**config.mk**
```make
export PLATFORM = sky130hd
export DESIGN_NAME = jpeg_marker_metadata_parser_unit
export DESIGN_NICKNAME = d
export VERILOG_FILES = /design/src/rtl/jmmp_pkg.sv /design/src/rtl/jmmp_core.sv /design/src/rtl/jmmp_ofifo.sv /design/src/rtl/jpeg_marker_metadata_parser_unit.sv
export VERILOG_INCLUDE_DIRS = /design/src /design/src/rtl
export SDC_FILE = /design/constraint.sdc
export NUM_CORES = 2
export LEC_CHECK = 0
export BUFFER_PORTS_ARGS = -buffer_cell sky130_fd_sc_hd__buf_4
export CAP_MARGIN = 40
export CORE_MARGIN = 1.5
export CORE_UTILIZATION = 44
export CTS_CLUSTER_DIAMETER = 50
export DETAILED_ROUTE_END_ITERATION = 10
export PLACE_DENSITY = 0.65
export SLEW_MARGIN = 20
export SYNTH_ARGS = -nofsm -noshare
export SYNTH_HDL_FRONTEND = slang
export SYNTH_SLANG_ARGS = --single-unit
```
**constraint.sdc**
```tcl
create_clock -name clk -period 8.5 [get_ports clk]
set_clock_uncertainty 0.15 [all_clocks]
set_input_delay 1.7 -clock clk [delete_from_list [all_inputs] [get_ports clk]]
set_output_delay 1.7 -clock clk [all_outputs]
set_load 0.05 [all_outputs]
```
**src/rtl/jpeg_marker_metadata_parser_unit_assert.svh**
```systemverilog
// Assertion macros used by the top level of the JPEG metadata parser.
`ifndef JPEG_MARKER_METADATA_PARSER_UNIT_ASSERT_SVH
`define JPEG_MARKER_METADATA_PARSER_UNIT_ASSERT_SVH

// Check that a condition implies a property in the same cycle.
`define JMMP_ASSERT_NOW(lbl, cond, prop, msg) \
    lbl: assert property (@(posedge clk) disable iff (!rst_n) (cond) |-> (prop)) \
        else $error(msg);

// Check that a condition implies a property in the next cycle.
`define JMMP_ASSERT_NEXT(lbl, cond, prop, msg) \
    lbl: assert property (@(posedge clk) disable iff (!rst_n) (cond) |=> (prop)) \
        else $error(msg);

`endif

```
**src/rtl/jmmp_pkg.sv**
```systemverilog
// Shared types, constants and signature tables of the JPEG metadata parser.
package jmmp_pkg;

    localparam int ICC_SLOTS = 256;
    localparam int IDX_W     = $clog2(ICC_SLOTS);
    localparam int FIFO_DEPTH = 4;
    localparam int FIFO_PTR_W = $clog2(FIFO_DEPTH);
    localparam int FIFO_CNT_W = FIFO_PTR_W + 1;

    // Configuration register indexes
    localparam logic CFG_ICC_LIMIT  = 1'b0;
    localparam logic CFG_META_LIMIT = 1'b1;

    // Result kinds and stream ids
    localparam logic       KIND_PAYLOAD = 1'b0;
    localparam logic       KIND_STATUS  = 1'b1;
    localparam logic [1:0] STREAM_ICC   = 2'd0;
    localparam logic [1:0] STREAM_EXIF  = 2'd1;
    localparam logic [1:0] STREAM_XMP   = 2'd2;

    // Status codes
    localparam logic [3:0] ST_OK           = 4'd0;
    localparam logic [3:0] ST_BAD_START    = 4'd1;
    localparam logic [3:0] ST_BAD_MARKER   = 4'd2;
    localparam logic [3:0] ST_TRUNC_MARKER = 4'd3;
    localparam logic [3:0] ST_TRUNC_LENGTH = 4'd4;
    localparam logic [3:0] ST_BAD_LENGTH   = 4'd5;
    localparam logic [3:0] ST_BAD_ICC_SEQ  = 4'd6;
    localparam logic [3:0] ST_ICC_OVER     = 4'd7;
    localparam logic [3:0] ST_EXIF_OVER    = 4'd8;
    localparam logic [3:0] ST_XMP_OVER     = 4'd9;
    localparam logic [3:0] ST_ICC_INCOMPL  = 4'd10;

    // Segment classes
    localparam logic [1:0] CL_NONE = 2'd0;
    localparam logic [1:0] CL_ICC  = 2'd1;
    localparam logic [1:0] CL_EXIF = 2'd2;
    localparam logic [1:0] CL_XMP  = 2'd3;

    // Signature candidate bits
    localparam int CAND_ICC  = 0;
    localparam int CAND_EXIF = 1;
    localparam int CAND_XMP  = 2;

    // Marker bytes
    localparam logic [7:0] MK_FILL = 8'hff;
    localparam logic [7:0] MK_SOI  = 8'hd8;
    localparam logic [7:0] MK_SOS  = 8'hda;
    localparam logic [7:0] MK_EOI  = 8'hd9;
    localparam logic [7:0] MK_TEM  = 8'h01;
    localparam logic [7:0] MK_RST0 = 8'hd0;
    localparam logic [7:0] MK_RST7 = 8'hd7;
    localparam logic [7:0] MK_APP2 = 8'he2;
    localparam logic [7:0] MK_APP1 = 8'he1;

    localparam int ICC_SIG_LEN  = 12;
    localparam int EXIF_SIG_LEN = 6;
    localparam int XMP_SIG_LEN  = 29;
    localparam int ICC_HDR_LEN  = 14;

    localparam logic [8*ICC_SIG_LEN-1:0]  ICC_SIG  = 96'h4943435f50524f46494c4500;
    localparam logic [8*EXIF_SIG_LEN-1:0] EXIF_SIG = 48'h457869660000;
    localparam logic [8*XMP_SIG_LEN-1:0]  XMP_SIG  =
        232'h687474703a2f2f6e732e61646f62652e636f6d2f7861702f312e302f00;

    typedef enum logic [7:0] {
        PH_START0 = 8'b0000_0001,
        PH_START1 = 8'b0000_0010,
        PH_MARK   = 8'b0000_0100,
        PH_FILL   = 8'b0000_1000,
        PH_LENHI  = 8'b0001_0000,
        PH_LENLO  = 8'b0010_0000,
        PH_DATA   = 8'b0100_0000,
        PH_DONE   = 8'b1000_0000
    } phase_t;

    typedef struct packed {
        logic [7:0] data_byte;
        logic       end_of_buffer;
    } in_item_t;

    typedef struct packed {
        logic       out_kind;
        logic [1:0] stream_id;
        logic [7:0] chunk_index;
        logic [7:0] chunk_total;
        logic [7:0] payload_byte;
        logic       segment_end;
        logic [3:0] status;
    } out_item_t;

    typedef struct packed {
        logic [1:0] count;
        out_item_t  first;
        out_item_t  second;
    } push_t;

    function automatic logic [7:0] icc_sig_byte(input logic [4:0] idx);
        return ICC_SIG[8*(ICC_SIG_LEN-1-int'(idx)) +: 8];
    endfunction

    function automatic logic [7:0] exif_sig_byte(input logic [4:0] idx);
        return EXIF_SIG[8*(EXIF_SIG_LEN-1-int'(idx)) +: 8];
    endfunction

    function automatic logic [7:0] xmp_sig_byte(input logic [4:0] idx);
        return XMP_SIG[8*(XMP_SIG_LEN-1-int'(idx)) +: 8];
    endfunction

endpackage

```
**src/rtl/jmmp_core.sv**
```systemverilog
// Byte-wise marker walker, signature matcher and ICC sequence checker.
module jmmp_core (
    input  logic              clk,
    input  logic              rst_n,
    input  logic              in_fire,
    input  jmmp_pkg::in_item_t in_data,
    input  logic              cfg_fire,
    input  logic              cfg_index,
    input  logic [23:0]       cfg_data,
    output jmmp_pkg::push_t   push
);
    import jmmp_pkg::*;

    phase_t               phase_reg, phase_next;
    logic [7:0]           marker_reg, marker_next;
    logic [15:0]          seg_len_reg, seg_len_next;
    logic [15:0]          seg_off_reg, seg_off_next;
    logic [2:0]           sig_reg, sig_next;
    logic [1:0]           class_reg, class_next;
    logic [7:0]           chunk_reg, chunk_next;
    logic [7:0]           icc_total_reg, icc_total_next;
    logic [ICC_SLOTS-1:0] seen_reg, seen_next;
    logic [7:0]           icc_count_reg, icc_count_next;
    logic [23:0]          icc_used_reg, icc_used_next;
    logic [1:0]           bytes_seen_reg, bytes_seen_next;
    logic [3:0]           err_reg, err_next;
    logic [3:0]           pend_reg, pend_next;
    logic [23:0]          icc_limit_reg;
    logic [15:0]          meta_limit_reg;

    always_comb
    begin
        logic [7:0]  b;
        logic [15:0] len;
        logic        last;
        logic [4:0]  oidx;
        logic [23:0] pl;
        logic [24:0] used_sum;
        logic [3:0]  st;
        logic        emit;
        out_item_t   pay;
        out_item_t   stat;

        b    = in_data.data_byte;
        len  = {seg_len_reg[15:8], b};
        last = ({1'b0, seg_off_reg} + 17'd1) == {1'b0, seg_len_reg};
        oidx = seg_off_reg[4:0];
        pl   = {8'd0, seg_len_reg} - 24'(ICC_HDR_LEN);
        used_sum = {1'b0, icc_used_reg} + {1'b0, pl};
        emit = 1'b0;
        st   = ST_OK;

        phase_next      = phase_reg;
        marker_next     = marker_reg;
        seg_len_next    = seg_len_reg;
        seg_off_next    = seg_off_reg;
        sig_next        = sig_reg;
        class_next      = class_reg;
        chunk_next      = chunk_reg;
        icc_total_next  = icc_total_reg;
        seen_next       = seen_reg;
        icc_count_next  = icc_count_reg;
        icc_used_next   = icc_used_reg;
        bytes_seen_next = bytes_seen_reg;
        err_next        = err_reg;
        pend_next       = pend_reg;

        pay  = '0;
        stat = '0;

        if (in_fire)
        begin
            if (bytes_seen_reg != 2'd3)
            begin
                bytes_seen_next = bytes_seen_reg + 2'd1;
            end

            // Advance the parse unless an error already holds
            if (err_reg == ST_OK)
            begin
                case (phase_reg)
                    PH_START0:
                    begin
                        if (b != MK_FILL) err_next = ST_BAD_START;
                        else phase_next = PH_START1;
                    end
                    PH_START1:
                    begin
                        if (b != MK_SOI) err_next = ST_BAD_START;
                        else phase_next = PH_MARK;
                    end
                    PH_MARK:
                    begin
                        if (b != MK_FILL) err_next = ST_BAD_MARKER;
                        else phase_next = PH_FILL;
                    end
                    PH_FILL:
                    begin
                        if (b == MK_FILL)
                        begin
                            phase_next = PH_FILL;
                        end
                        else if (b == MK_SOS || b == MK_EOI)
                        begin
                            phase_next = PH_DONE;
                        end
                        else if (b == MK_TEM || (b >= MK_RST0 && b <= MK_RST7))
                        begin
                            phase_next = PH_MARK;
                        end
                        else
                        begin
                            marker_next = b;
                            phase_next  = PH_LENHI;
                        end
                    end
                    PH_LENHI:
                    begin
                        seg_len_next = {b, 8'h00};
                        phase_next   = PH_LENLO;
                    end
                    PH_LENLO:
                    begin
                        if (len < 16'd2)
                        begin
                            err_next = ST_BAD_LENGTH;
                        end
                        else
                        begin
                            seg_len_next = len - 16'd2;
                            seg_off_next = '0;
                            class_next   = CL_NONE;
                            pend_next    = ST_OK;
                            chunk_next   = '0;
                            sig_next     = '0;
                            if (marker_reg == MK_APP2 && seg_len_next >= 16'(ICC_HDR_LEN))
                                sig_next[CAND_ICC] = 1'b1;
                            if (meta_limit_reg != '0 && marker_reg == MK_APP1)
                            begin
                                if (seg_len_next >= 16'(EXIF_SIG_LEN))
                                    sig_next[CAND_EXIF] = 1'b1;
                                if (seg_len_next >= 16'(XMP_SIG_LEN))
                                    sig_next[CAND_XMP] = 1'b1;
                            end
                            phase_next = (seg_len_next == '0) ? PH_MARK : PH_DATA;
                        end
                    end
                    PH_DATA:
                    begin
                        // Match signatures while the segment is unclassified
                        if (class_reg == CL_NONE && pend_reg == ST_OK)
                        begin
                            if (sig_reg[CAND_ICC] && seg_off_reg < 16'(ICC_SIG_LEN))
                            begin
                                if (b != icc_sig_byte(oidx))
                                    sig_next[CAND_ICC] = 1'b0;
                                else if (seg_off_reg == 16'(ICC_SIG_LEN - 1))
                                    class_next = CL_ICC;
                            end
                            if (sig_reg[CAND_EXIF] && seg_off_reg < 16'(EXIF_SIG_LEN))
                            begin
                                if (b != exif_sig_byte(oidx))
                                    sig_next[CAND_EXIF] = 1'b0;
                                else if (seg_off_reg == 16'(EXIF_SIG_LEN - 1))
                                begin
                                    if (seg_len_reg - 16'(EXIF_SIG_LEN) > meta_limit_reg)
                                        pend_next = ST_EXIF_OVER;
                                    else
                                        class_next = CL_EXIF;
                                end
                            end
                            if (sig_reg[CAND_XMP] && seg_off_reg < 16'(XMP_SIG_LEN))
                            begin
                                if (b != xmp_sig_byte(oidx))
                                    sig_next[CAND_XMP] = 1'b0;
                                else if (seg_off_reg == 16'(XMP_SIG_LEN - 1))
                                begin
                                    if (seg_len_reg - 16'(XMP_SIG_LEN) > meta_limit_reg)
                                        pend_next = ST_XMP_OVER;
                                    else
                                        class_next = CL_XMP;
                                end
                            end
                        end
                        else if (class_reg == CL_ICC)
                        begin
                            if (seg_off_reg == 16'(ICC_SIG_LEN))
                            begin
                                chunk_next = b;
                            end
                            else if (seg_off_reg == 16'(ICC_SIG_LEN + 1))
                            begin
                                // Check the chunk header against the sequence so far
                                if (chunk_reg == '0 || b == '0 || chunk_reg > b ||
                                    {1'b0, chunk_reg} >= 9'(ICC_SLOTS) ||
                                    seen_reg[chunk_reg[IDX_W-1:0]] ||
                                    (icc_total_reg != '0 && icc_total_reg != b))
                                begin
                                    pend_next = ST_BAD_ICC_SEQ;
                                end
                                else if (used_sum > {1'b0, icc_limit_reg})
                                begin
                                    pend_next = ST_ICC_OVER;
                                end
                                else
                                begin
                                    icc_total_next = b;
                                    seen_next[chunk_reg[IDX_W-1:0]] = 1'b1;
                                    icc_count_next = icc_count_reg + 8'd1;
                                    icc_used_next  = used_sum[23:0];
                                end
                                if (pend_next != ST_OK) class_next = CL_NONE;
                            end
                            else if (seg_off_reg >= 16'(ICC_HDR_LEN) && pend_reg == ST_OK)
                            begin
                                emit = 1'b1;
                                pay.stream_id   = STREAM_ICC;
                                pay.chunk_index = chunk_reg;
                                pay.chunk_total = icc_total_reg;
                            end
                        end
                        else if (class_reg == CL_EXIF && pend_reg == ST_OK)
                        begin
                            emit = 1'b1;
                            pay.stream_id = STREAM_EXIF;
                        end
                        else if (class_reg == CL_XMP && pend_reg == ST_OK)
                        begin
                            emit = 1'b1;
                            pay.stream_id = STREAM_XMP;
                        end

                        pay.out_kind     = KIND_PAYLOAD;
                        pay.payload_byte = b;
                        pay.segment_end  = last;

                        seg_off_next = seg_off_reg + 16'd1;
                        if (last)
                        begin
                            if (pend_next != ST_OK) err_next = pend_next;
                            phase_next = PH_MARK;
                        end
                    end
                    default:
                    begin
                        phase_next = phase_reg;
                    end
                endcase
            end

            // Report the buffer status and restart on its last byte
            if (in_data.end_of_buffer)
            begin
                if (bytes_seen_reg != 2'd3)          st = ST_BAD_START;
                else if (err_next != ST_OK)          st = err_next;
                else if (phase_next == PH_FILL)      st = ST_TRUNC_MARKER;
                else if (phase_next == PH_LENHI || phase_next == PH_LENLO)
                                                     st = ST_TRUNC_LENGTH;
                else if (phase_next == PH_DATA)      st = ST_BAD_LENGTH;
                else                                 st = ST_OK;
                if (st == ST_OK && icc_count_next != icc_total_next) st = ST_ICC_INCOMPL;
                stat.out_kind = KIND_STATUS;
                stat.status   = st;

                phase_next      = PH_START0;
                marker_next     = '0;
                seg_len_next    = '0;
                seg_off_next    = '0;
                sig_next        = 3'b111;
                class_next      = CL_NONE;
                chunk_next      = '0;
                icc_total_next  = '0;
                seen_next       = '0;
                icc_count_next  = '0;
                icc_used_next   = '0;
                bytes_seen_next = '0;
                err_next        = ST_OK;
                pend_next       = ST_OK;
            end
        end

        // Order the requests: payload byte before status
        push = '0;
        if (emit)
        begin
            push.first = pay;
            push.second = stat;
            push.count = (in_fire && in_data.end_of_buffer) ? 2'd2 : 2'd1;
        end
        else if (in_fire && in_data.end_of_buffer)
        begin
            push.first = stat;
            push.count = 2'd1;
        end
    end

    // Hold parse state and configuration
    always_ff @(posedge clk or negedge rst_n)
    begin
        if (!rst_n)
        begin
            phase_reg      <= PH_START0;
            marker_reg     <= '0;
            seg_len_reg    <= '0;
            seg_off_reg    <= '0;
            sig_reg        <= 3'b111;
            class_reg      <= CL_NONE;
            chunk_reg      <= '0;
            icc_total_reg  <= '0;
            seen_reg       <= '0;
            icc_count_reg  <= '0;
            icc_used_reg   <= '0;
            bytes_seen_reg <= '0;
            err_reg        <= ST_OK;
            pend_reg       <= ST_OK;
            icc_limit_reg  <= 24'hff_ffff;
            meta_limit_reg <= 16'hffff;
        end
        else
        begin
            phase_reg      <= phase_next;
            marker_reg     <= marker_next;
            seg_len_reg    <= seg_len_next;
            seg_off_reg    <= seg_off_next;
            sig_reg        <= sig_next;
            class_reg      <= class_next;
            chunk_reg      <= chunk_next;
            icc_total_reg  <= icc_total_next;
            seen_reg       <= seen_next;
            icc_count_reg  <= icc_count_next;
            icc_used_reg   <= icc_used_next;
            bytes_seen_reg <= bytes_seen_next;
            err_reg        <= err_next;
            pend_reg       <= pend_next;
            if (cfg_fire && cfg_index == CFG_ICC_LIMIT)
                icc_limit_reg <= cfg_data;
            if (cfg_fire && cfg_index == CFG_META_LIMIT)
                meta_limit_reg <= cfg_data[15:0];
        end
    end

endmodule

```
**src/rtl/jmmp_ofifo.sv**
```systemverilog
// Small result queue that takes up to two requests per cycle and returns one per cycle while out_stall is low.
module jmmp_ofifo (
    input  logic                clk,
    input  logic                rst_n,
    input  jmmp_pkg::push_t     push,
    input  logic                out_stall,
    output logic                out_valid,
    output jmmp_pkg::out_item_t out_data,
    output logic                full,
    output logic [jmmp_pkg::FIFO_CNT_W-1:0] level
);
    import jmmp_pkg::*;

    out_item_t               entry_reg [FIFO_DEPTH];
    logic [FIFO_PTR_W-1:0]   wr_ptr_reg, wr_ptr_next;
    logic [FIFO_PTR_W-1:0]   rd_ptr_reg, rd_ptr_next;
    logic [FIFO_CNT_W-1:0]   count_reg, count_next;
    logic                    pop;

    assign out_valid = (count_reg != '0);
    assign out_data  = entry_reg[rd_ptr_reg];
    assign pop       = out_valid && !out_stall;
    // Keep room for two requests from the next byte
    assign full      = (count_reg > FIFO_CNT_W'(FIFO_DEPTH - 2));
    assign level     = count_reg;

    always_comb
    begin
        wr_ptr_next = wr_ptr_reg + FIFO_PTR_W'(push.count);
        rd_ptr_next = rd_ptr_reg + FIFO_PTR_W'(pop);
        count_next  = count_reg + FIFO_CNT_W'(push.count) - FIFO_CNT_W'(pop);
    end

    // Store requests
    always_ff @(posedge clk)
    begin
        if (push.count != 2'd0)
            entry_reg[wr_ptr_reg] <= push.first;
        if (push.count == 2'd2)
            entry_reg[wr_ptr_reg + FIFO_PTR_W'(1)] <= push.second;
    end

    // Advance pointers
    always_ff @(posedge clk or negedge rst_n)
    begin
        if (!rst_n)
        begin
            wr_ptr_reg <= '0;
            rd_ptr_reg <= '0;
            count_reg  <= '0;
        end
        else
        begin
            wr_ptr_reg <= wr_ptr_next;
            rd_ptr_reg <= rd_ptr_next;
            count_reg  <= count_next;
        end
    end

endmodule

```
**src/rtl/jpeg_marker_metadata_parser_unit.sv**
```systemverilog
// Top level of the JPEG marker-segment metadata parser.
// Usage:
//  - Input channel in_valid/in_stall/in_data carries one buffer byte per request,
//    with end_of_buffer set on the last byte of a buffer.
//  - Output channel out_valid/out_stall/out_data returns payload bytes of ICC,
//    Exif and XMP segments, and one status request after each buffer's last byte.
//  - Configuration channel cfg_valid/cfg_ready/cfg_index/cfg_data writes the ICC
//    byte limit (index 0) and the Exif/XMP byte limit (index 1); cfg_ready is
//    always high. Write only while the block is idle.
//  - An accepted byte's results are registered in the result queue.
//  - Throughput: one byte per cycle while in_stall is low; the parse state advances
//    in one registered step. A payload byte that ends a buffer makes two results,
//    which leave one per cycle while out_stall is low, through a four-entry result queue.
//  - in_stall rises when the result queue holds more than two requests, so a
//    stalled receiver backs up to the input.
//  - Reset clears the parse state, empties the queue and sets both limits to
//    their maximum. Parse state also clears after each buffer's status.
module jpeg_marker_metadata_parser_unit (
    input  logic                clk,
    input  logic                rst_n,
    input  logic                in_valid,
    output logic                in_stall,
    input  jmmp_pkg::in_item_t  in_data,
    output logic                out_valid,
    input  logic                out_stall,
    output jmmp_pkg::out_item_t out_data,
    input  logic                cfg_valid,
    output logic                cfg_ready,
    input  logic                cfg_index,
    input  logic [23:0]         cfg_data
);
    import jmmp_pkg::*;

    push_t                 push;
    logic                  full;
    logic                  in_fire;
    logic [FIFO_CNT_W-1:0] level;

    assign in_stall  = full;
    assign in_fire   = in_valid && !in_stall;
    assign cfg_ready = 1'b1;

    jmmp_core u_core (
        .clk       (clk),
        .rst_n     (rst_n),
        .in_fire   (in_fire),
        .in_data   (in_data),
        .cfg_fire  (cfg_valid && cfg_ready),
        .cfg_index (cfg_index),
        .cfg_data  (cfg_data),
        .push      (push)
    );

    jmmp_ofifo u_ofifo (
        .clk       (clk),
        .rst_n     (rst_n),
        .push      (push),
        .out_stall (out_stall),
        .out_valid (out_valid),
        .out_data  (out_data),
        .full      (full),
        .level     (level)
    );

`include "jpeg_marker_metadata_parser_unit_assert.svh"

    `JMMP_ASSERT_NOW(a_level_bound, 1'b1, level <= FIFO_CNT_W'(FIFO_DEPTH), "queue overflow")
    `JMMP_ASSERT_NOW(a_eob_status, in_fire && in_data.end_of_buffer, push.count != 2'd0, "no status")
    `JMMP_ASSERT_NOW(a_push_gated, !in_fire, push.count == 2'd0, "request without input")
    `JMMP_ASSERT_NEXT(a_eob_queued, in_fire && in_data.end_of_buffer, out_valid, "status lost")

endmodule

```
# == Yosys cells after proc, flatten, opt, wreduce, memory -nomap -nowiden ==
# Memory sizes are Yosys's and may differ from the RTL's.
# Cells that the tools add are included.
# totals
ff_bits,414
ram_bits,128
output_inout_bits,35
elab_cells,369
mem_count,1
# memory_table
memory,words,word_bits,read_ports,rd_ports_with_merged_regs,wr,line_no,rtl
u_ofifo.entry_reg,4,32,1,0,2,jmmp_ofifo.sv:14,out_item_t entry_reg [FIFO_DEPTH];
# classes
n_addsub,17
order_cmp,17
n_eq_ne,57
shift,3
mux,192
bitwise_logic,2
reduce_logical,59
# op_table
operator,n
256-bit two-way mux,9
8-bit two-way mux,42
256-bit bitwise OR,1
232-bit by 32-bit indexed part select with 8-bit output (first input constant),1
24-bit two-way mux,9
4-bit two-way mux,45
16-bit two-way mux,8
96-bit by 32-bit indexed part select with 8-bit output (first input constant),1
16-bit case mux with 2 select lines,2
28-bit two-way mux,2
8-bit case mux with 7 select lines,1
18-bit two-way mux,3
2-bit two-way mux,26
16-bit by 4-bit equality test with 1-bit output (second input constant),3
48-bit by 32-bit indexed part select with 8-bit output (first input constant),1
8-bit equality test (second input constant),5
8-bit != test,5
34-bit two-way mux,1
33-bit two-way mux,1
16-bit by 4-bit >= comparator with 1-bit output (second input constant),2
16-bit greater-than comparator,2
32-bit two-way mux,1
7-bit AND reduction,4
1-bit two-way mux,27
other kinds (76),145

# == Logic depth before layout (Yosys ltp) ==
# depth
ltp_word,41
ltp_mapped,32

# == Cells and area by module ==
# A second synthesis with hierarchy kept.
# hier_totals
hier_cells,3218
area_unflattened_um2,32149.6
# modules_own_cells
module,instances,cells_per_inst,area_each_um2,seq_area_each_um2
jmmp_core,1,2863,25354.3,10239.8
jmmp_ofifo,1,352,6770.2,4018.9
jpeg_marker_metadata_parser_unit,1,3,25.0,0.0

# == Least setup slack after synthesis ==
# OpenSTA, ideal clock, no wires.
# synth_path
path_kind,register to register
startpoint,register u_core.seg_len_reg[1]
endpoint,memory u_ofifo.entry_reg[1][1] in the netlist's numbering (data pin)
setup_ns,0.270
arrival_ns,6.028
t_required_ns,8.080
path_slack_ns,2.052
path_stages_with_launch,28
path_buffers,1
period_less_slack_ns,6.448
cell_sequence,dfrtp_1 ha_1 a21oi_1 nor3b_1 nand2_1 xnor2_1 ha_1 or3_1 o21ai_0 a311oi_1 o31a_1 o31ai_1 nand3_1 a31o_2 a21oi_1 xnor2_1 ha_1 a211oi_1 o21ai_0 nor4b_1 o21a_1 nand4_1 or2_1 clkbuf_1 mux2_2 nand4_2 o2111ai_2 a21oi_1
# synth_rtl
item,line_no,rtl
"start, declared",jmmp_core.sv:16,"logic [15:0] seg_len_reg, seg_len_next;"
"start signal, assigned",jmmp_core.sv:323,seg_len_reg <= seg_len_next;
"end, declared",jmmp_ofifo.sv:14,

# == Worst setup path after layout ==
# layout_path
startpoint,register u_core.seg_len_reg[2]
endpoint,register u_core.seen_reg[243]
# layout_between
elab_chain_len,5
# layout_lines
item,line_no,rtl
16-bit by 4-bit subtractor with 17-bit output,jmmp_core.sv:48,"pl = {8'd0, seg_len_reg} - 24'(ICC_HDR_LEN);"
24-bit by 24-bit adder with 25-bit output,jmmp_core.sv:49,"used_sum = {1'b0, icc_used_reg} + {1'b0, pl};"
25-bit by 24-bit greater-than comparator with 1-bit output,jmmp_core.sv:201,"else if (used_sum > {1'b0, icc_limit_reg})"
2-bit != test (no source line),-,
9-bit AND reduction (no source line),-,
"end signal, assigned",jmmp_core.sv:329,seen_reg <= seen_next;
"end, declared",jmmp_core.sv:22,"logic [ICC_SLOTS-1:0] seen_reg, seen_next;"
# No other way between the ends.
# A chain may end at the register's enable or synchronous reset.

==> flow_summary.ini <==
[detailed_routing]
routed_wl_um = 86700
viasPerCell = 5.98
drt_iter0_drc = 2114
drt-wirelength-per-cell_um = 20.7
vias = 25000
dr.pass1.iters = 5
remaining_drc_errors = 0
detail-route-antenna-nets = 0

[logic_synthesis]
ys_seq_area_share_pct = 43.2
synthTopCellsByArea = dfrtp_1 30%, dfxtp_1 7.1%, a21oi_1 6.0%, mux4_2 5.2%, nor2_1 5.2%
yosysUniqueCellTypes = 96
yosys_warnings = 0
synth_top_area_cell = dfrtp_1
synth_edf_count = 20
synth.top_cell.area_share_pct = 30.3
synth.net_count = 3354
synth_most_common_cell = nor2_1
synth_seq_cells = 542
syn_area_sq_mm = 0.0305
synthArstFlopShare_pct = 76.4
synth_area_per_cell_sq_um = 9.55
synthCells = 3197
synthFlopType = dfrtp_1
ys_top_cells_by_count = 419 x nor2_1, 370 x dfrtp_1, 367 x a21oi_1

[critical_path]
critPathSlowestCell = nor3_4
r2r-end = u_core.seen_reg[243]
cp_slowest_stage_delay_ps = 500
critPathLaunchType = register
startpoint = u_core.seg_len_reg[2]
crit_path_end = u_core.seen_reg[243]
worst-path-stages = 27
critical_path_arrival_ps = 8140
r2r_cells = 27
worst-path-max-fanout = 16
worst-endpoint-required_ps = 8880
rr_startpoint = u_core.seg_len_reg[2]
end_kind = register
cp_top_family = simple AND/OR/NAND/NOR gates
cp_num_buf_inv = 1
critPathKind = register to register
r2r_setup_slack_ps = 750

[power]
vdd_drop_max_uv = 160
leakage_uw = 0.0150
p_per_area_mw_per_mm2 = 237

[grt]
grt_use_total_pct = 24.4
grt_max_degree = 149
grt_pass1_wl_um = 138000
gr-total-overflow = 0
grt_pass1_vias = 24400
antenna_found_initial = 0

[floorplanning]
die_h_um = 266
io_pins = 74
initial_utilization_pct = 44.5
dieArea_sq_mm = 0.0709
num_rows = 96
core_sq_mm = 0.0686
die_w_um = 266

[clock_tree]
cts.path.max_buffers = 3
hold_buffers = 0
clockRootBuffer = clkbuf_16
path_clk_slew_ps = 60
clk_latency_ps = 640
cts.sinks = 542
htree_levels = 3
cts_tree = built
cts_made_buffers = 73

[final_layout]
nFillCells = 6292
syn_to_final_growth_pct = 13.6
drive_gt1_share_pct = 15.2
multi_input_area_sq_mm = 0.0161
antenna_cells = 0
post-route-util_pct = 50.5
ff_latch_area_sq_mm = 0.0132
nets = 3345
largest_reg_flops = 256

[placed_design]
hpwlAfterDp_um = 56500
port-buffer-count = 72
gp_routability_congestion = 0.934

[timing]
period_needed_ps = 7750
finalCritPeriodShare_pct = 91.2
setup_viol = 0
relSlewSlack_pct = 42.4
slew_violations = 0
hold_viol = 0
rsz0062_at_grt = no
max_clock_freq_mhz = 129
fin_setup_tns_ps = 0
tightest_slew_ps = 864

[flow_run]
maxCapViolations = 0

[worst_hold_path]
hold_path_startpoint = u_ofifo.entry_reg[1][4]
min_path_type = register to register

[status]
status = completed
-- layout make-up --
cell class	instances	share of cell area [%]
Multi-Input combinational cell	2332	46.5
Sequential cell	542	38.0
Clock inverter	47	1.73
Inverter	90	0.975
Timing Repair Buffer	149	3.74
Tap cell	931	3.36
Clock buffer	88	5.67
-- logic make-up (layout without fill, tap and decap cells) --
| group | Yosys count | in the layout | synth area share, % |
|---|---|---|---|
| compound gates | 907 | 907 | 19.0 |
| simple gates | 1018 | 1018 | 16.3 |
| other cells | 1 | 1 | 0.0123 |
| buf+inv | 323 | 374 | 4.39 |
| xor+xnor | 136 | 136 | 3.95 |
| flops | 542 | 542 | 43.2 |
| mux | 152 | 152 | 8.28 |
| fa+ha+maj | 118 | 118 | 4.89 |
-- layout by cell type (no fill, tap or decap), types with 23 or more instances in the layout --
cell       Yosys  final
mux4_2        71     71
nand2_1      212    211
buf_4          2    130
nor2b_1       38     37
nor4_1        37     36
a22o_1       134    134
a22oi_1       26     26
dfxtp_1      108    108
o31ai_1       23     23
xnor2_1       90     90
o21ai_0      145    145
ha_1         116    116
nor3_1        65     58
mux2_2        28     28
mux2i_1       48     48
inv_1         85     85
nand4_1       33     33
o21a_1        23     23
a31oi_1       26     26
a21oi_1      367    367
nor2_1       419    414
nand3_1       57     57
nand2b_1      24     24
dfrtp_1      370    367
dfstp_2       44     44
xor2_1        45     45
clkbuf_16      0     75
-- worst min-delay path by stage --
stage	to	slack [ps]	cells past startpoint
after floorplan	u_ofifo.entry_reg[0][29]	270	2
after global placement	u_ofifo.entry_reg[2][4]	280	2
after detailed placement	u_ofifo.entry_reg[1][30]	290	2
after CTS	u_ofifo.entry_reg[1][30]	310	2
after global routing	u_ofifo.entry_reg[2][30]	330	2
final	u_ofifo.entry_reg[1][4]	300	2
-- power breakdown --
group          switching [uW]  leakage, uW  internal (uW)  total (uW)
Sequential                181      0.00664           2720        2900
Combinational            1310      0.00711            819        2130
Clock                    1300      0.00122           1890        3180
Total                    2790       0.0150           5430        8220
-- per-stage QoR --
| stage | power [uW] | hold slack, ps | cell area (sq um) | cells | setup slack, ps |
|---|---|---|---|---|---|
| floorplan | 4420 | 265 | 30500 | 3197 | 2050 |
| global placement | 5020 | 282 | 31800 | 4024 | 780 |
| detailed placement | 5060 | 292 | 32000 | 4039 | 612 |
| CTS | 8260 | 306 | 34600 | 4174 | 563 |
| global route | 8630 | 330 | 34700 | 4179 | 232 |
| finish | 8220 | 303 | 34700 | 4179 | 746 |
-- tightest hold or removal path, cell delays in order, from the launching register on --
cell and delay, ps:
dfxtp_1 320, nand2_1 40, o21ai_0 50
-- metal layers --
metal  up-vias  track usage [%]  wire, um
met1     12300             33.6     37800
met2       885             39.5     40900
li1      11600                -         -
met4         0             8.32      2700
met3       176             3.56      5280
met5         -                0         0
-- repair_timing --
action / in CTS / in global routing
buffers inserted: 0 / 0
endpoints found under the setup margin: 0 / 3
resized for setup: 0 / 1
(Power assumes the default switching activity.)
